<file path="src/hdl/sd_card_spi_host_sequencer_macros.svh">
// Assertion macros shared by the sequencer RTL.
`ifndef SD_CARD_SPI_HOST_SEQUENCER_MACROS_SVH
`define SD_CARD_SPI_HOST_SEQUENCER_MACROS_SVH
// Implication checked on every clock edge outside reset.
`define SDS_ASSERT(label, clk, rst_n, prop, msg) \
  label: assert property (@(posedge clk) disable iff (!rst_n) prop) else $error(msg);
// Same check, with no reset term.
`define SDS_ASSERT_ALWAYS(label, clk, prop, msg) \
  label: assert property (@(posedge clk) prop) else $error(msg);
`endif

</file>
<file path="src/hdl/sds_pkg.sv">
// Package with the SD-card SPI sequencer types, codes and constants.
package sds_pkg;
  localparam int unsigned BlockBytes = 512;
  localparam int unsigned WakeBytes  = 10;

  localparam logic [2:0] CmdInit  = 3'd0;
  localparam logic [2:0] CmdRead  = 3'd1;
  localparam logic [2:0] CmdWrite = 3'd2;
  localparam logic [2:0] CmdErase = 3'd3;
  localparam logic [2:0] CmdByte  = 3'd4;

  localparam logic [2:0] StOk      = 3'd0;
  localparam logic [2:0] StComm    = 3'd1;
  localparam logic [2:0] StVolt    = 3'd2;
  localparam logic [2:0] StUnknown = 3'd3;
  localparam logic [2:0] StTimeout = 3'd4;
  localparam logic [2:0] StR1Err   = 3'd5;

  localparam logic [2:0] CtUnknown = 3'd0;
  localparam logic [2:0] CtMmc     = 3'd1;
  localparam logic [2:0] CtSdV1    = 3'd2;
  localparam logic [2:0] CtSdV2    = 3'd3;
  localparam logic [2:0] CtSdhc    = 3'd4;

  localparam logic [7:0] OpGoIdle  = 8'h40;
  localparam logic [7:0] OpMmcOp   = 8'h41;
  localparam logic [7:0] OpIfCond  = 8'h48;
  localparam logic [7:0] OpRdOne   = 8'h51;
  localparam logic [7:0] OpWrOne   = 8'h58;
  localparam logic [7:0] OpErStart = 8'h60;
  localparam logic [7:0] OpErEnd   = 8'h61;
  localparam logic [7:0] OpErDo    = 8'h66;
  localparam logic [7:0] OpAppOp   = 8'h69;
  localparam logic [7:0] OpApp     = 8'h77;
  localparam logic [7:0] OpGetOcr  = 8'h7A;

  localparam logic [7:0]  ByteIdle   = 8'hFF;
  localparam logic [7:0]  TokenStart = 8'hFE;
  localparam logic [7:0]  TokenMulti = 8'hFC;
  localparam logic [7:0]  CrcGoIdle  = 8'h95;
  localparam logic [7:0]  CrcIfCond  = 8'h87;
  localparam logic [7:0]  CheckPat   = 8'hAA;
  localparam logic [31:0] IfCondArg  = 32'h0000_01AA;
  localparam logic [31:0] HcsArg     = 32'h4000_0000;

  localparam logic [1:0] RegVmask = 2'd0;
  localparam logic [1:0] RegReady = 2'd1;
  localparam logic [1:0] RegRetry = 2'd2;
  localparam logic [1:0] RegToken = 2'd3;

  typedef struct packed {
    logic [2:0]  command;
    logic [31:0] address;
    logic [7:0]  rx_byte;
    logic [7:0]  write_byte;
  } in_item_t;

  typedef struct packed {
    logic       exchange_request;
    logic [7:0] tx_byte;
    logic       select_active;
    logic       write_data_wanted;
    logic       read_valid;
    logic [7:0] read_byte;
    logic       done_res;
    logic [2:0] status;
    logic [7:0] r1_value;
    logic [2:0] card_type;
    logic       busy_res;
  } out_item_t;
endpackage

</file>
<file path="src/hdl/sds_stream_if.sv">
// Valid/ready channel interface carrying one payload type.
interface sds_stream_if #(
  parameter type payload_t = logic
);
  logic     valid;
  logic     ready;
  payload_t data;
  modport source (output valid, output data, input ready);
  modport sink (input valid, input data, output ready);
endinterface

</file>
<file path="src/hdl/sd_card_spi_host_sequencer.sv">
// SD-card SPI-mode host sequencer: init, single-block read, write and erase.
// Each accepted input item is one transfer that is decoded by the state machine in the
// same cycle and produces exactly one result transfer, registered at the output; a new
// item is accepted every cycle while the output register is empty or being drained,
// so the block sustains one item per clock. Configuration registers sit on an APB port
// at byte addresses 0, 4, 8 and 12 and are written without wait states.
`include "sd_card_spi_host_sequencer_macros.svh"
module sd_card_spi_host_sequencer #(
  parameter int unsigned BLOCK_BYTES = sds_pkg::BlockBytes,
  parameter int unsigned WAKE_BYTES  = sds_pkg::WakeBytes
) (
  input  logic        clk_i,
  input  logic        rst_ni,
  sds_stream_if.sink   in_if,
  sds_stream_if.source out_if,
  input  logic        psel,
  input  logic        penable,
  input  logic        pwrite,
  input  logic [3:0]  paddr,
  input  logic [31:0] pwdata,
  output logic [31:0] prdata,
  output logic        pready
);
  localparam int unsigned IdxW = (BLOCK_BYTES > WAKE_BYTES) ? $clog2(BLOCK_BYTES + 1)
                                                            : $clog2(WAKE_BYTES + 1);
  localparam logic [IdxW-1:0] LastBlk  = IdxW'(BLOCK_BYTES - 1);
  localparam logic [IdxW-1:0] LastWake = IdxW'(WAKE_BYTES - 1);

  typedef enum logic [3:0] {
    PhIdle, PhWake, PhReady, PhSend, PhR1, PhExtra, PhToken,
    PhRdata, PhRcrc, PhWgap, PhWtoken, PhWdata, PhWpad
  } phase_e;

  typedef enum logic [4:0] {
    SgNone, SgWake0, SgCmd0, SgCmd8, SgV1Ocr, SgV1App, SgV1Op, SgMmcWake, SgMmcLoop,
    SgV1Lapp, SgV1Lop, SgV2Ocr, SgV2Wake, SgV2Lapp, SgV2Lop, SgV2Ccs, SgRd, SgWr,
    SgEr1, SgEr2, SgEr3
  } stage_e;

  logic [31:0] vmask_q;
  logic [15:0] rlim_q, tlim_q;
  logic [7:0]  ilim_q;

  phase_e      phase_q, phase_d;
  stage_e      stage_q, stage_d;
  logic [IdxW-1:0] idx_q, idx_d;
  logic [15:0] poll_q, poll_d;
  logic [7:0]  retry_q, retry_d;
  logic [7:0]  r1_q, r1_d;
  logic [31:0] low_q, low_d;
  logic [7:0]  cmdb_q, cmdb_d;
  logic [31:0] arg_q, arg_d;
  logic [2:0]  ctype_q, ctype_d;
  logic        sel_q, sel_d;
  logic [7:0]  ltx_q, ltx_d;
  logic        lwant_q, lwant_d;

  sds_pkg::out_item_t res;
  sds_pkg::out_item_t out_q;
  logic out_vld_q;
  logic take;

  assign pready = 1'b1;
  assign in_if.ready = !out_vld_q || out_if.ready;
  assign take = in_if.valid && in_if.ready;
  assign out_if.valid = out_vld_q;
  assign out_if.data = out_q;

  always_comb begin
    unique case (paddr[3:2])
      sds_pkg::RegVmask: prdata = vmask_q;
      sds_pkg::RegReady: prdata = {16'd0, rlim_q};
      sds_pkg::RegRetry: prdata = {24'd0, ilim_q};
      sds_pkg::RegToken: prdata = {16'd0, tlim_q};
      default:           prdata = '0;
    endcase
  end

  always_ff @(posedge clk_i or negedge rst_ni) begin
    if (!rst_ni) begin
      vmask_q <= 32'h0010_0000;
      rlim_q  <= 16'd10000;
      ilim_q  <= 8'd200;
      tlim_q  <= 16'd10000;
    end else if (psel && penable && pwrite) begin
      unique case (paddr[3:2])
        sds_pkg::RegVmask: vmask_q <= pwdata;
        sds_pkg::RegReady: rlim_q <= pwdata[15:0];
        sds_pkg::RegRetry: ilim_q <= pwdata[7:0];
        sds_pkg::RegToken: tlim_q <= pwdata[15:0];
        default: ;
      endcase
    end
  end

  always_comb begin
    logic [2:0]  cmd;
    logic [7:0]  rx;
    logic [7:0]  crc;
    logic [7:0]  rtmp;
    logic [IdxW-1:0] nxt;
    logic        do_after_wake, do_after_cmd;
    logic        do_issue, do_wake, do_fin;
    logic [7:0]  iss_op;
    logic [31:0] iss_arg;
    logic [2:0]  fin_st;
    logic        e_req;
    logic [7:0]  e_tx;
    logic        e_want;
    logic [1:0]  chk;
    cmd = in_if.data.command;
    rx = in_if.data.rx_byte;
    nxt = idx_q + 1'b1;
    phase_d = phase_q; stage_d = stage_q; idx_d = idx_q; poll_d = poll_q;
    retry_d = retry_q; r1_d = r1_q; low_d = low_q; cmdb_d = cmdb_q; arg_d = arg_q;
    ctype_d = ctype_q; sel_d = sel_q; ltx_d = ltx_q; lwant_d = lwant_q;
    res = '0;
    do_after_wake = 1'b0; do_after_cmd = 1'b0; do_issue = 1'b0; do_wake = 1'b0;
    do_fin = 1'b0; iss_op = '0; iss_arg = '0; fin_st = sds_pkg::StOk;
    e_req = 1'b0; e_tx = '0; e_want = 1'b0; chk = 2'd0;
    rtmp = retry_q - 8'd1;
    crc = (cmdb_q == sds_pkg::OpGoIdle) ? sds_pkg::CrcGoIdle :
          (cmdb_q == sds_pkg::OpIfCond) ? sds_pkg::CrcIfCond : sds_pkg::ByteIdle;

    if (phase_q != PhIdle) begin
      if (cmd == sds_pkg::CmdByte) begin
        unique case (phase_q)
          PhWake: begin
            if (idx_q != LastWake) begin
              idx_d = nxt; e_req = 1'b1; e_tx = sds_pkg::ByteIdle;
            end else do_after_wake = 1'b1;
          end
          PhReady: begin
            if (poll_q >= rlim_q) begin
              do_fin = 1'b1; fin_st = sds_pkg::StComm;
            end else begin
              poll_d = poll_q + 16'd1; e_req = 1'b1;
              if (rx == sds_pkg::ByteIdle) begin
                phase_d = PhSend; idx_d = '0; e_tx = cmdb_q;
              end else e_tx = sds_pkg::ByteIdle;
            end
          end
          PhSend: begin
            e_req = 1'b1;
            idx_d = nxt;
            case (idx_q[2:0])
              3'd0: e_tx = arg_q[31:24];
              3'd1: e_tx = arg_q[23:16];
              3'd2: e_tx = arg_q[15:8];
              3'd3: e_tx = arg_q[7:0];
              3'd4: e_tx = crc;
              default: begin
                e_tx = sds_pkg::ByteIdle; phase_d = PhR1; poll_d = '0; idx_d = idx_q;
              end
            endcase
          end
          PhR1: begin
            if (poll_q >= rlim_q) begin
              do_fin = 1'b1; fin_st = sds_pkg::StComm;
            end else begin
              poll_d = poll_q + 16'd1;
              if (rx == sds_pkg::ByteIdle) begin
                e_req = 1'b1; e_tx = sds_pkg::ByteIdle;
              end else begin
                r1_d = rx;
                if (cmdb_q == sds_pkg::OpIfCond || cmdb_q == sds_pkg::OpGetOcr) begin
                  phase_d = PhExtra; idx_d = '0; e_req = 1'b1; e_tx = sds_pkg::ByteIdle;
                end else do_after_cmd = 1'b1;
              end
            end
          end
          PhExtra: begin
            low_d = {low_q[23:0], rx};
            if (idx_q[1:0] != 2'd3) begin
              idx_d = nxt; e_req = 1'b1; e_tx = sds_pkg::ByteIdle;
            end else do_after_cmd = 1'b1;
          end
          PhToken: begin
            if (poll_q >= tlim_q) begin
              do_fin = 1'b1; fin_st = sds_pkg::StTimeout;
            end else begin
              poll_d = poll_q + 16'd1;
              if (rx == sds_pkg::TokenStart || rx == sds_pkg::TokenMulti) begin
                phase_d = PhRdata; idx_d = '0;
              end
              e_req = 1'b1; e_tx = sds_pkg::ByteIdle;
            end
          end
          PhRdata: begin
            res.read_valid = 1'b1; res.read_byte = rx;
            if (idx_q != LastBlk) idx_d = nxt;
            else begin
              phase_d = PhRcrc; idx_d = '0;
            end
            e_req = 1'b1; e_tx = sds_pkg::ByteIdle;
          end
          PhRcrc: begin
            if (idx_q[0] == 1'b0) begin
              idx_d = nxt; e_req = 1'b1; e_tx = sds_pkg::ByteIdle;
            end else begin
              do_fin = 1'b1; fin_st = sds_pkg::StOk;
            end
          end
          PhWgap: begin
            phase_d = PhWtoken; e_req = 1'b1; e_tx = sds_pkg::TokenStart; e_want = 1'b1;
          end
          PhWtoken: begin
            phase_d = PhWdata; idx_d = '0; e_req = 1'b1;
            e_tx = in_if.data.write_byte; e_want = (BLOCK_BYTES > 1);
          end
          PhWdata: begin
            e_req = 1'b1;
            if (idx_q != LastBlk) begin
              idx_d = nxt; e_tx = in_if.data.write_byte; e_want = (nxt != LastBlk);
            end else begin
              phase_d = PhWpad; idx_d = '0; e_tx = sds_pkg::ByteIdle;
            end
          end
          PhWpad: begin
            if (idx_q[1:0] != 2'd3) begin
              idx_d = nxt; e_req = 1'b1; e_tx = sds_pkg::ByteIdle;
            end else begin
              do_fin = 1'b1; fin_st = sds_pkg::StOk;
            end
          end
          default: begin
            do_fin = 1'b1; fin_st = sds_pkg::StComm;
          end
        endcase
      end else begin
        res.exchange_request = 1'b1; res.tx_byte = ltx_q;
        res.write_data_wanted = lwant_q; res.select_active = sel_q;
      end
    end else begin
      case (cmd)
        sds_pkg::CmdInit: begin
          sel_d = 1'b0; stage_d = SgWake0; do_wake = 1'b1;
        end
        sds_pkg::CmdRead: begin
          sel_d = 1'b1; stage_d = SgRd; do_issue = 1'b1;
          iss_op = sds_pkg::OpRdOne; iss_arg = in_if.data.address;
        end
        sds_pkg::CmdWrite: begin
          sel_d = 1'b1; stage_d = SgWr; do_issue = 1'b1;
          iss_op = sds_pkg::OpWrOne; iss_arg = in_if.data.address;
        end
        sds_pkg::CmdErase: begin
          sel_d = 1'b1; stage_d = SgEr1; do_issue = 1'b1;
          iss_op = sds_pkg::OpErStart; iss_arg = in_if.data.address;
        end
        default: ;
      endcase
    end

    // chk: 1 MMC check, 2 SDv1 check, 3 SDv2 check.
    if (do_after_wake) begin
      unique case (stage_q)
        SgWake0: begin
          sel_d = 1'b1; stage_d = SgCmd0; do_issue = 1'b1; iss_op = sds_pkg::OpGoIdle;
        end
        SgMmcWake: chk = 2'd1;
        SgV2Wake:  chk = 2'd3;
        default: begin
          do_fin = 1'b1; fin_st = sds_pkg::StComm;
        end
      endcase
    end
    if (do_after_cmd) begin
      unique case (stage_q)
        SgCmd0: begin
          stage_d = SgCmd8; do_issue = 1'b1;
          iss_op = sds_pkg::OpIfCond; iss_arg = sds_pkg::IfCondArg;
        end
        SgCmd8: begin
          if (r1_d[2]) begin
            stage_d = SgV1Ocr; do_issue = 1'b1; iss_op = sds_pkg::OpGetOcr;
          end else if (low_d[7:0] != sds_pkg::CheckPat) begin
            do_fin = 1'b1; fin_st = sds_pkg::StComm;
          end else begin
            stage_d = SgV2Ocr; do_issue = 1'b1; iss_op = sds_pkg::OpGetOcr;
          end
        end
        SgV1Ocr: begin
          if ((vmask_q & low_d) == '0) begin
            do_fin = 1'b1; fin_st = sds_pkg::StVolt;
          end else if (r1_d[2]) begin
            do_fin = 1'b1; fin_st = sds_pkg::StUnknown;
          end else begin
            retry_d = ilim_q; stage_d = SgV1App; do_issue = 1'b1; iss_op = sds_pkg::OpApp;
          end
        end
        SgV1App, SgV1Lapp, SgV2Lapp: begin
          stage_d = (stage_q == SgV1App) ? SgV1Op :
                    (stage_q == SgV1Lapp) ? SgV1Lop : SgV2Lop;
          do_issue = 1'b1; iss_op = sds_pkg::OpAppOp; iss_arg = sds_pkg::HcsArg;
        end
        SgV1Op: begin
          if (r1_d[2]) begin
            stage_d = SgMmcWake; do_wake = 1'b1;
          end else chk = 2'd2;
        end
        SgMmcLoop, SgV1Lop, SgV2Lop: begin
          retry_d = rtmp;
          if (rtmp == 8'd0) begin
            do_fin = 1'b1; fin_st = sds_pkg::StTimeout;
          end else chk = (stage_q == SgMmcLoop) ? 2'd1 :
                         (stage_q == SgV1Lop) ? 2'd2 : 2'd3;
        end
        SgV2Ocr: begin
          if ((vmask_q & low_d) == '0) begin
            do_fin = 1'b1; fin_st = sds_pkg::StVolt;
          end else begin
            retry_d = ilim_q; stage_d = SgV2Wake; do_wake = 1'b1;
          end
        end
        SgV2Ccs: begin
          ctype_d = low_d[30] ? sds_pkg::CtSdhc : sds_pkg::CtSdV2;
          do_fin = 1'b1; fin_st = sds_pkg::StOk;
        end
        SgRd, SgWr: begin
          if (r1_d != 8'd0) begin
            do_fin = 1'b1; fin_st = sds_pkg::StR1Err;
          end else begin
            phase_d = (stage_q == SgRd) ? PhToken : PhWgap;
            if (stage_q == SgRd) poll_d = '0;
            e_req = 1'b1; e_tx = sds_pkg::ByteIdle;
          end
        end
        SgEr1, SgEr2: begin
          if (r1_d != 8'd0) begin
            do_fin = 1'b1; fin_st = sds_pkg::StR1Err;
          end else if (stage_q == SgEr1) begin
            stage_d = SgEr2; do_issue = 1'b1; iss_op = sds_pkg::OpErEnd; iss_arg = arg_q;
          end else begin
            stage_d = SgEr3; do_issue = 1'b1; iss_op = sds_pkg::OpErDo;
          end
        end
        SgEr3: begin
          do_fin = 1'b1; fin_st = sds_pkg::StOk;
        end
        default: begin
          do_fin = 1'b1; fin_st = sds_pkg::StComm;
        end
      endcase
    end
    if (chk != 2'd0) begin
      if (r1_d[0]) begin
        do_issue = 1'b1;
        unique case (chk)
          2'd1: begin
            stage_d = SgMmcLoop; iss_op = sds_pkg::OpMmcOp;
          end
          2'd2: begin
            stage_d = SgV1Lapp; iss_op = sds_pkg::OpApp;
          end
          default: begin
            stage_d = SgV2Lapp; iss_op = sds_pkg::OpApp;
          end
        endcase
      end else if (chk == 2'd3) begin
        do_issue = 1'b1; stage_d = SgV2Ccs; iss_op = sds_pkg::OpGetOcr;
      end else begin
        ctype_d = (chk == 2'd1) ? sds_pkg::CtMmc : sds_pkg::CtSdV1;
        do_fin = 1'b1; fin_st = sds_pkg::StOk;
      end
    end
    if (do_issue) begin
      cmdb_d = iss_op; arg_d = iss_arg; phase_d = PhReady; poll_d = '0;
      e_req = 1'b1; e_tx = sds_pkg::ByteIdle;
    end
    if (do_wake) begin
      phase_d = PhWake; idx_d = '0; e_req = 1'b1; e_tx = sds_pkg::ByteIdle;
    end
    if (e_req) begin
      res.exchange_request = 1'b1; res.tx_byte = e_tx;
      res.write_data_wanted = e_want; res.select_active = sel_d;
      ltx_d = e_tx; lwant_d = e_want;
    end
    if (do_fin) begin
      phase_d = PhIdle; stage_d = SgNone; sel_d = 1'b0;
      res.done_res = 1'b1; res.status = fin_st;
    end
    res.r1_value = r1_d;
    res.card_type = ctype_d;
    res.busy_res = (phase_d != PhIdle);
  end

  always_ff @(posedge clk_i or negedge rst_ni) begin
    if (!rst_ni) begin
      phase_q <= PhIdle; stage_q <= SgNone; idx_q <= '0; poll_q <= '0;
      retry_q <= '0; r1_q <= '0; low_q <= '0; cmdb_q <= '0; arg_q <= '0;
      ctype_q <= sds_pkg::CtUnknown; sel_q <= 1'b0; ltx_q <= '0; lwant_q <= 1'b0;
      out_vld_q <= 1'b0;
    end else begin
      if (take) begin
        phase_q <= phase_d; stage_q <= stage_d; idx_q <= idx_d; poll_q <= poll_d;
        retry_q <= retry_d; r1_q <= r1_d; low_q <= low_d; cmdb_q <= cmdb_d;
        arg_q <= arg_d; ctype_q <= ctype_d; sel_q <= sel_d; ltx_q <= ltx_d;
        lwant_q <= lwant_d;
        out_vld_q <= 1'b1;
      end else if (out_if.ready) begin
        out_vld_q <= 1'b0;
      end
    end
  end

  always_ff @(posedge clk_i) begin
    if (take) out_q <= res;
  end

  `SDS_ASSERT(a_busy_phase, clk_i, rst_ni, take |=> (out_q.busy_res == (phase_q != PhIdle)), "busy result disagrees with phase")
  `SDS_ASSERT(a_done_idle, clk_i, rst_ni, (take && res.done_res) |=> (phase_q == PhIdle && !sel_q), "finished operation left chip select or phase active")
  `SDS_ASSERT(a_done_no_req, clk_i, rst_ni, (out_vld_q && out_q.done_res) |-> !out_q.exchange_request, "done result also requests an exchange")
  `SDS_ASSERT(a_stall_hold, clk_i, rst_ni, (out_vld_q && !out_if.ready) |=> (out_vld_q && $stable(out_q)), "stalled result changed")
endmodule

</file>
<file path="src/flat_wrapper.sv">
// flat-port wrapper written by rule: the top's interface ports become plain ports
module sd_card_spi_host_sequencer_flat 
#(
  parameter int unsigned BLOCK_BYTES = sds_pkg::BlockBytes,
  parameter int unsigned WAKE_BYTES  = sds_pkg::WakeBytes
)
  (clk_i, rst_ni, psel, penable, pwrite, paddr, pwdata, prdata, pready, in_if_valid, in_if_data, in_if_ready, out_if_valid, out_if_data, out_if_ready);
  sds_stream_if #(.payload_t(sds_pkg::in_item_t)) in_if_i ();
  sds_stream_if #(.payload_t(sds_pkg::out_item_t)) out_if_i ();
  input  logic clk_i;
  input  logic rst_ni;
  input  logic psel;
  input  logic penable;
  input  logic pwrite;
  input  logic [3:0] paddr;
  input  logic [31:0] pwdata;
  output logic [31:0] prdata;
  output logic pready;
  input wire logic [$bits(in_if_i.valid)-1:0] in_if_valid;
  input wire logic [$bits(in_if_i.data)-1:0] in_if_data;
  output wire logic [$bits(in_if_i.ready)-1:0] in_if_ready;
  output wire logic [$bits(out_if_i.valid)-1:0] out_if_valid;
  output wire logic [$bits(out_if_i.data)-1:0] out_if_data;
  input wire logic [$bits(out_if_i.ready)-1:0] out_if_ready;
  assign in_if_i.valid = in_if_valid;
  assign in_if_i.data = in_if_data;
  assign in_if_ready = in_if_i.ready;
  assign out_if_valid = out_if_i.valid;
  assign out_if_data = out_if_i.data;
  assign out_if_i.ready = out_if_ready;
  sd_card_spi_host_sequencer #(.BLOCK_BYTES(BLOCK_BYTES), .WAKE_BYTES(WAKE_BYTES)) u_core (.clk_i(clk_i), .rst_ni(rst_ni), .in_if(in_if_i), .out_if(out_if_i), .psel(psel), .penable(penable), .pwrite(pwrite), .paddr(paddr), .pwdata(pwdata), .prdata(prdata), .pready(pready));
endmodule
</file>
<file path="config.mk">
export PLATFORM = sky130hd
export DESIGN_NAME = sd_card_spi_host_sequencer_flat
export DESIGN_NICKNAME = d
export VERILOG_FILES = /design/src/hdl/sds_pkg.sv /design/src/hdl/sds_stream_if.sv /design/src/hdl/sd_card_spi_host_sequencer.sv /design/src/flat_wrapper.sv
export VERILOG_INCLUDE_DIRS = /design/src /design/src/hdl
export SDC_FILE = /design/constraint.sdc
export NUM_CORES = 1
export LEC_CHECK = 0
export ABC_AREA = 1
export BUFFER_PORTS_ARGS = -buffer_cell sky130_fd_sc_hd__buf_2
export CAP_MARGIN = 10
export CORE_ASPECT_RATIO = 2
export CORE_MARGIN = 2
export CORE_UTILIZATION = 65
export DETAILED_ROUTE_END_ITERATION = 8
export GPL_TIMING_DRIVEN = 0
export PLACE_DENSITY = 0.95
export SYNTH_ARGS = -nofsm -noshare
export SYNTH_HDL_FRONTEND = slang
export SYNTH_SLANG_ARGS = --single-unit
export TNS_END_PERCENT = 100
</file>
<file path="constraint.sdc">
create_clock -name clk_i -period 9.2 [get_ports clk_i]
set_input_delay 2.3 -clock clk_i [delete_from_list [all_inputs] [get_ports clk_i]]
set_output_delay 2.3 -clock clk_i [all_outputs]
set_load 0.05 [all_outputs]
</file>
==> results.json, run 1 <==
{
  "coreArea_sq_um": 22740,
  "cts_buffer_depth": 3,
  "slew_headroom": 0.2435,
  "cp_top_family": "simple AND/OR/NAND/NOR gates",
  "finalWeightedCongestion": 1.081,
  "route.vias.total": 15740,
  "worst_pin_slew_ns": 1.135,
  "cp.required_ns": 9.49,
  "grt_pass1_vias": 15782,
  "cts_setup_buffers": 0,
  "final_area_sq_um": 17040,
  "yosysSeqAreaShare": 0.4190,
  "finalMaxSlewViolations": 0,
  "synthCells": 2073,
  "die_y_microns": 219.1,
  "synth_enable_flop_cells": 36,
  "totalWireLength_microns": 53610,
  "syn_avg_cell_area_sq_um": 7.257,
  "cts_resized": 0,
  "grt_use_total": 0.4353,
  "layout_common_cells": "nand2_1, inv_1, o21ai_0, dfrtp_1, nor2_1",
  "reg2reg_depth": 19,
  "grt_pass1_wl_microns": 82410,
  "fin_crit_ns": 6.920,
  "initialDrtViolationCount": 1312,
  "power_density_nw_per_um2": 275.4,
  "drtAntennaViolNets": 0,
  "syn2layout_area_growth_pct": 13.26,
  "viasPerCell": 6.153,
  "cts_buffers": 23,
  "initial_utilization": 0.6615,
  "die_w_microns": 111.6,
  "drive_gt1_frac": 0.1238,
  "worstPathCellList": "buf_2, inv_1, nor4_1, nand4_1, inv_1, buf_4, nor2_1, nand2_1, o21ai_1, nand2_2, clkinv_1, a22oi_1, ha_1, nor2_1, inv_2, nand2_1, nor2_1, a21boi_1, buf_2, nand3_1, o21bai_1",
  "fmax_ghz": 0.1445,
  "ys_ff_latch": 244,
  "dp_hpwl_microns": 41730,
  "rrSetupSlack_ns": 3.78,
  "syn_nets": 2211,
  "root_buffer": "clkbuf_16",
  "die_area_sq_um": 24450,
  "path_max_fanout": 10,
  "async_reset_ff_frac": 0.8525,
  "fin_crit_sh": 0.7521,
  "rows": 78,
  "finClkSkew_ns": 0.01968,
  "synth_warnings": 0,
  "overflow": 0,
  "path_class": "in -> reg",
  "ir_worst_vdd_mv": 0.2476,
  "wl_per_cell_microns": 20.96,
  "critPathMaxStageDelay_ns": 0.46,
  "ioPinCount": 165,
  "cts_hold_buf": 0,
  "arrival_ns": 7.21,
  "final_common_cell": "nand2_1",
  "hold_path_end": "u_core.r1_q[6]$_DFFE_PN0P_",
  "start_kind": "primary input",
  "grt_max_degree": 110,
  "r2r_start": "u_core.stage_q[1]$_DFFE_PN0P_",
  "ys_types": 59,
  "insertion_delay_ns": 0.54,
  "antenna_found_initial": 1,
  "setup-tns-final_ns": 0,
  "port_buffers": 161,
  "r2r-end": "u_core.out_if.data[32]$_DFFE_PP_",
  "syn_area_sq_um": 15040,
  "placed_cell_area_sq_um": 16260,
  "clkSlewWorstSetupHoldPaths_ns": 0.07,
  "min_from": "u_core.r1_q[6]$_DFFE_PN0P_",
  "worst-path-buf-inv": 7,
  "slowest_stage": "nand4_1",
  "status": "completed",
  "holdPathStages": 2,
  "maxCapViolations": 0,
  "first_pass_iters": 8,
  "cts_tree": "yes",
  "hold_violations": 0,
  "grt_setup_unrepaired": "false",
  "clock_sinks": 244,
  "final_util": 0.7493,
  "hp-class": "reg -> reg",
  "drc": 0,
  "cp_num_cells": 21,
  "synth_top_flop_cell": "dfrtp_1",
  "setup_viol_count_final": 0,
  "crit_top_cell": "nor2_1",
  "p_leak_uw": 0.008573,
  "cp-end-kind": "flip-flop",
  "cts-htree-levels": 1,
  "layout.nets": 2399
}
worst max-delay path by stage:
stage	start	slack, ns	to
2_1_floorplan	paddr[3]	3.22	prdata[20]
3_3_place_gp	in_if_data[12]	1.98	u_core.out_if.data[32]$_DFFE_PP_
3_5_place_dp	in_if_data[12]	1.91	u_core.out_if.data[33]$_DFFE_PP_
4_1_cts	in_if_data[12]	2.45	u_core.out_if.data[33]$_DFFE_PP_
5_1_grt	in_if_data[12]	2.00	u_core.out_if.data[32]$_DFFE_PP_
6_report	in_if_data[12]	2.28	u_core.out_if.data[32]$_DFFE_PP_
power breakdown:
part	leakage (uW)	internal [uW]	switching, uW
logic	0.00516	586	1470
registers	0.00303	1400	234
clock network	0.000384	569	435
total	0.00857	2560	2130
stage by stage:
step	hold slack, ns	total power, uW	instances	setup slack [ns]
after floorplan	0.4474	2989	2073	3.221
after global placement	0.4622	3549	2514	1.982
after detailed placement	0.4678	3621	2516	1.906
after CTS	0.4830	4623	2557	2.453
after global routing	0.5040	4941	2558	1.999
final	0.4828	4693	2558	2.280
layout make-up:
cell class,count,area (sq um)
Timing Repair Buffer,163,863.3
Antenna cell,1,2.502
Sequential cell,244,6304
Clock inverter,10,108.9
Multi-Input combinational cell,1485,7382
Buffer,64,302.8
Fill cell,1741,5702
Inverter,280,1056
Tap cell,280,350.3
Clock buffer,31,668.1
worst reg2reg max path, stage by stage (launching register included):
cell and delay, ns:
dfrtp_1 0.35, clkbuf_1 0.44, nor2_1 0.13, inv_1 0.16
nor3_1 0.09, a21oi_1 0.89, inv_1 0.14, clkbuf_1 0.28
nand2_1 0.24, o22ai_1 0.11, a22oi_1 0.26, ha_1 0.26
nor2_1 0.10, inv_2 0.12, nand2_1 0.12, nor2_1 0.40
a21boi_1 0.44, buf_2 0.29, nand3_1 0.14, o21bai_1 0.23
Yosys cell counts (3+ instances only):
library cell,number,area [sq um]
clkinv_1,4,15.01
nand2_4,6,67.56
edfxtp_1,36,1081
o21ai_0,194,970.9
dfstp_2,14,367.9
clkbuf_1,47,176.4
o31ai_1,5,37.54
a31oi_1,9,56.30
nor2_2,9,56.30
a21oi_1,73,365.4
dfrtp_1,194,4855
o22ai_1,27,168.9
o21bai_1,11,82.58
ha_1,44,550.5
inv_1,265,994.7
nand2_2,11,68.82
xor2_1,13,113.9
nand3_1,136,680.7
buf_6,6,67.56
a221oi_1,6,52.55
xnor2_1,6,52.55
nor2_1,185,694.4
a22oi_1,15,112.6
a2111oi_0,3,26.28
o21ai_2,4,35.03
inv_2,9,33.78
nor3_1,29,145.1
nand3_2,3,30.03
buf_2,6,30.03
a211oi_1,4,30.03
nor4_1,5,31.28
nand4_1,35,219.0
nand2_1,584,2192
o21a_1,4,30.03
o21ai_1,15,75.07
o2111ai_1,9,78.83
mux2i_1,4,40.04
o211ai_1,12,90.09
nand3b_1,3,22.52
state kept, by name, indices dropped and copies added (netlist names), 3 cells and up:
name                count
u_core.out_if.data     36
u_core.arg_q           32
u_core.low_q           32
u_core.vmask_q         32
u_core.poll_q          16
u_core.rlim_q          16
u_core.tlim_q          16
u_core.idx_q           10
u_core.ilim_q           8
u_core.ltx_q            8
u_core.r1_q             8
u_core.retry_q          8
u_core.cmdb_q           7
u_core.stage_q          5
u_core.phase_q          4
u_core.ctype_q          3
logic make-up after synthesis:
kind of cell	count (synthesis)	synth area share
compound gates	402	0.1540
xor+xnor	19	0.01106
fa+ha+maj	44	0.03660
buf+inv	344	0.09024
flops	244	0.4190
mux	4	0.002662
other cells	1	0.0002493
simple gates	1015	0.2861
per-layer routing:
layer	vias up	GRT usage	routed length, microns
met2	971	0.7791	26990
met5	-	0	0
met1	7229	0.4193	16530
met3	338	0.05800	3743
met4	0	0.4235	6339
li1	7202	-	-
No activity file was read; power rests on OpenSTA's default activity.
==> run 2, diff against run 1 <==
--- a/config.mk
+++ b/config.mk
@@ -11,10 +11,10 @@
 export CAP_MARGIN = 10
 export CORE_ASPECT_RATIO = 2
 export CORE_MARGIN = 2
-export CORE_UTILIZATION = 65
+export CORE_UTILIZATION = 60
 export DETAILED_ROUTE_END_ITERATION = 8
 export GPL_TIMING_DRIVEN = 0
-export PLACE_DENSITY = 0.95
+export PLACE_DENSITY = 0.89
 export SYNTH_ARGS = -nofsm -noshare
 export SYNTH_HDL_FRONTEND = slang
 export SYNTH_SLANG_ARGS = --single-unit
==> constraint.sdc (replaced) <==
create_clock -name clk_i -period 6.4 [get_ports clk_i]
set_input_delay 1.6 -clock clk_i [delete_from_list [all_inputs] [get_ports clk_i]]
set_output_delay 1.6 -clock clk_i [all_outputs]
set_load 0.05 [all_outputs]
==> run 2 against run 1 <==
Net effect:
- non-clock buffer count stayed put
- count of clock-buffer cells in the layout shrank 1
- sequential power rose by 42%
- register-to-register slack worse by 2.6 ns
- total power rose by 43%
- core utilization is 5.8 points lower
- clock power increased by 53%
- sequential share of layout area down 0.27 points
- critical path type unchanged
- critical endpoint is now u_core.out_if.data[34]$_DFFE_PP_
- largest power group unchanged
- highest routed layer unchanged
==> results.json, run 2 (synthesized netlist as in run 1, its figures left out) <==
{
  "root_buffer": "clkbuf_16",
  "maxCapViolations": 0,
  "fillers": 2115,
  "syn2layout_area_growth_pct": 14.10,
  "cts-htree-levels": 1,
  "rows": 82,
  "cts_tree": "yes",
  "layout.nets": 2399,
  "finalMaxSlewViolations": 0,
  "hp-class": "reg -> reg",
  "status": "completed",
  "antenna_found_initial": 0,
  "overflow": 0,
  "grt_pass1_vias": 14601,
  "dp_slack_ns": -0.1328,
  "wl_per_cell_microns": 18.16,
  "slew_headroom": 0.2382,
  "cts_setup_buffers": 0,
  "cts_buffer_depth": 3,
  "final_common_cell": "nand2_1",
  "critPathMaxStageDelay_ns": 0.49,
  "worst_pin_slew_ns": 1.143,
  "initialDrtViolationCount": 1485,
  "grt_use_total": 0.3611,
  "first_pass_iters": 8,
  "grt_pass1_wl_microns": 75290,
  "p_leak_uw": 0.008596,
  "die_area_sq_um": 26430,
  "initial_utilization": 0.6059,
  "route.vias.total": 15416,
  "ir_worst_vdd_mv": 0.3281,
  "cp-end-kind": "flip-flop",
  "cp_top_family": "simple AND/OR/NAND/NOR gates",
  "drc": 0,
  "drtAntennaViolNets": 0,
  "cp.required_ns": 6.68,
  "finClkSkew_ns": 0.03133,
  "totalWireLength_microns": 47480,
  "worstPathCellList": "buf_2, inv_1, nor4_1, nand4_1, inv_1, buf_4, nor2_1, nand2_1, o21ai_1, nand2_2, clkinv_1, a22oi_1, ha_1, nor2_1, inv_2, nand2_1, nor2_2, a21boi_1, buf_2, nand3_1, o21bai_1",
  "clock_sinks": 244,
  "setup-tns-final_ns": 0,
  "finalWeightedCongestion": 1.043,
  "hold_slack_ns": 0.4827,
  "coreArea_sq_um": 24830,
  "die_y_microns": 227.9,
  "port_buffers": 161,
  "largest_reg_flops": 36,
  "seq_area_sq_um": 6304,
  "cts_buffers": 23,
  "layout_common_cells": "nand2_1, inv_1, o21ai_0, dfrtp_1, nor2_1",
  "path_max_fanout": 10,
  "slowest_stage": "a22oi_1",
  "drive_gt1_frac": 0.1242,
  "ioPinCount": 165,
  "fin_crit_ns": 5.982,
  "grt_max_degree": 108,
  "arrival_ns": 6.26,
  "viasPerCell": 5.897,
  "final_area_sq_um": 17160,
  "multi_input_area_sq_um": 7385,
  "grt_setup_unrepaired": "false",
  "worst-path-buf-inv": 7,
  "fmax_ghz": 0.1672,
  "setup_viol_count_final": 0,
  "diodes": 0,
  "start_kind": "primary input",
  "placed_cell_area_sq_um": 16330,
  "fin_crit_sh": 0.9346,
  "final_util": 0.6913,
  "insertion_delay_ns": 0.56,
  "die_w_microns": 116.0,
  "dp_hpwl_microns": 35700,
  "fin_ws_ns": 0.4183,
  "path_class": "in -> reg",
  "clkSlewWorstSetupHoldPaths_ns": 0.06,
  "hold_violations": 0,
  "power_density_nw_per_um2": 390.8
}
run 2: worst paths after layout:
check                                                   start                               end  slack (ns)  cells after the start
worst max-delay path                           in_if_data[12]  u_core.out_if.data[34]$_DFFE_PP_        0.42                     21
worst min-delay path              u_core.ltx_q[4]$_DFFE_PN0P_       u_core.ltx_q[4]$_DFFE_PN0P_        0.48                      2
worst max register to register  u_core.poll_q[15]$_DFFE_PN0P_  u_core.out_if.data[34]$_DFFE_PP_        1.21                     21
worst min register to register    u_core.ltx_q[4]$_DFFE_PN0P_       u_core.ltx_q[4]$_DFFE_PN0P_        0.48                      2
max in group asynchronous                              rst_ni        u_core.lwant_q$_DFFE_PN0P_        4.24                      2
min in group asynchronous                              rst_ni      u_core.tlim_q[7]$_DFFE_PN0P_        1.04                      1
run 2: timing repair:
action                                 CTS  global route
endpoints found under the hold margin    0             0
gates resized for setup                  0             1
hold buffers                             0             0
setup endpoints to repair                0            18
run 2: final cells by class:
| type | count | share of cell area |
|---|---|---|
| clock buffer | 30 | 0.03805 |
| buffer | 64 | 0.01764 |
| clock inverter | 12 | 0.01050 |
| timing repair buffer | 163 | 0.05030 |
| multi-input combinational | 1485 | 0.4302 |
| sequential | 244 | 0.3673 |
| inverter | 280 | 0.06152 |
| tap | 336 | 0.02449 |
run 2: where the power goes:
group	internal (uW)	total, uW	switching [uW]
combinational	843	2850	2000
sequential	2020	2330	310
clock	890	1530	643
run 2: worst reg2reg max path: stages, from the launching register on:
cell and delay (ns):
dfrtp_1 0.49, ha_1 0.38, a21oi_1 0.17, o21ai_0 0.10, nor2_1 0.34, nand3_1 0.28, nor2_2 0.34, nand2_1 0.20
nand2_1 0.10, nand2_1 0.16, inv_1 0.17, o22ai_1 0.09, a22oi_1 0.31, ha_1 0.27, nor2_1 0.08, inv_2 0.13
nand2_1 0.11, nor2_2 0.28, a21boi_1 0.26, buf_2 0.28, nand3_1 0.17, o21bai_1 0.21
run 2: metrics by stage:
| stage | power (uW) | instances |
|---|---|---|
| finish | 6708 | 2614 |
| global placement | 5035 | 2570 |
| detailed placement | 5095 | 2572 |
| CTS | 6643 | 2614 |
| floorplan | 4297 | 2073 |
| global route | 7126 | 2614 |
run 2: routing by layer:
layer	track usage	vias up	part of all wire	routed length (microns)
met1	0.4671	7225	0.39	18340
met4	0.2076	0	0.064	3062
met2	0.5760	828	0.47	22490
met3	0.04729	173	0.076	3591
met5	0	-	0	0
li1	-	7190	-	-
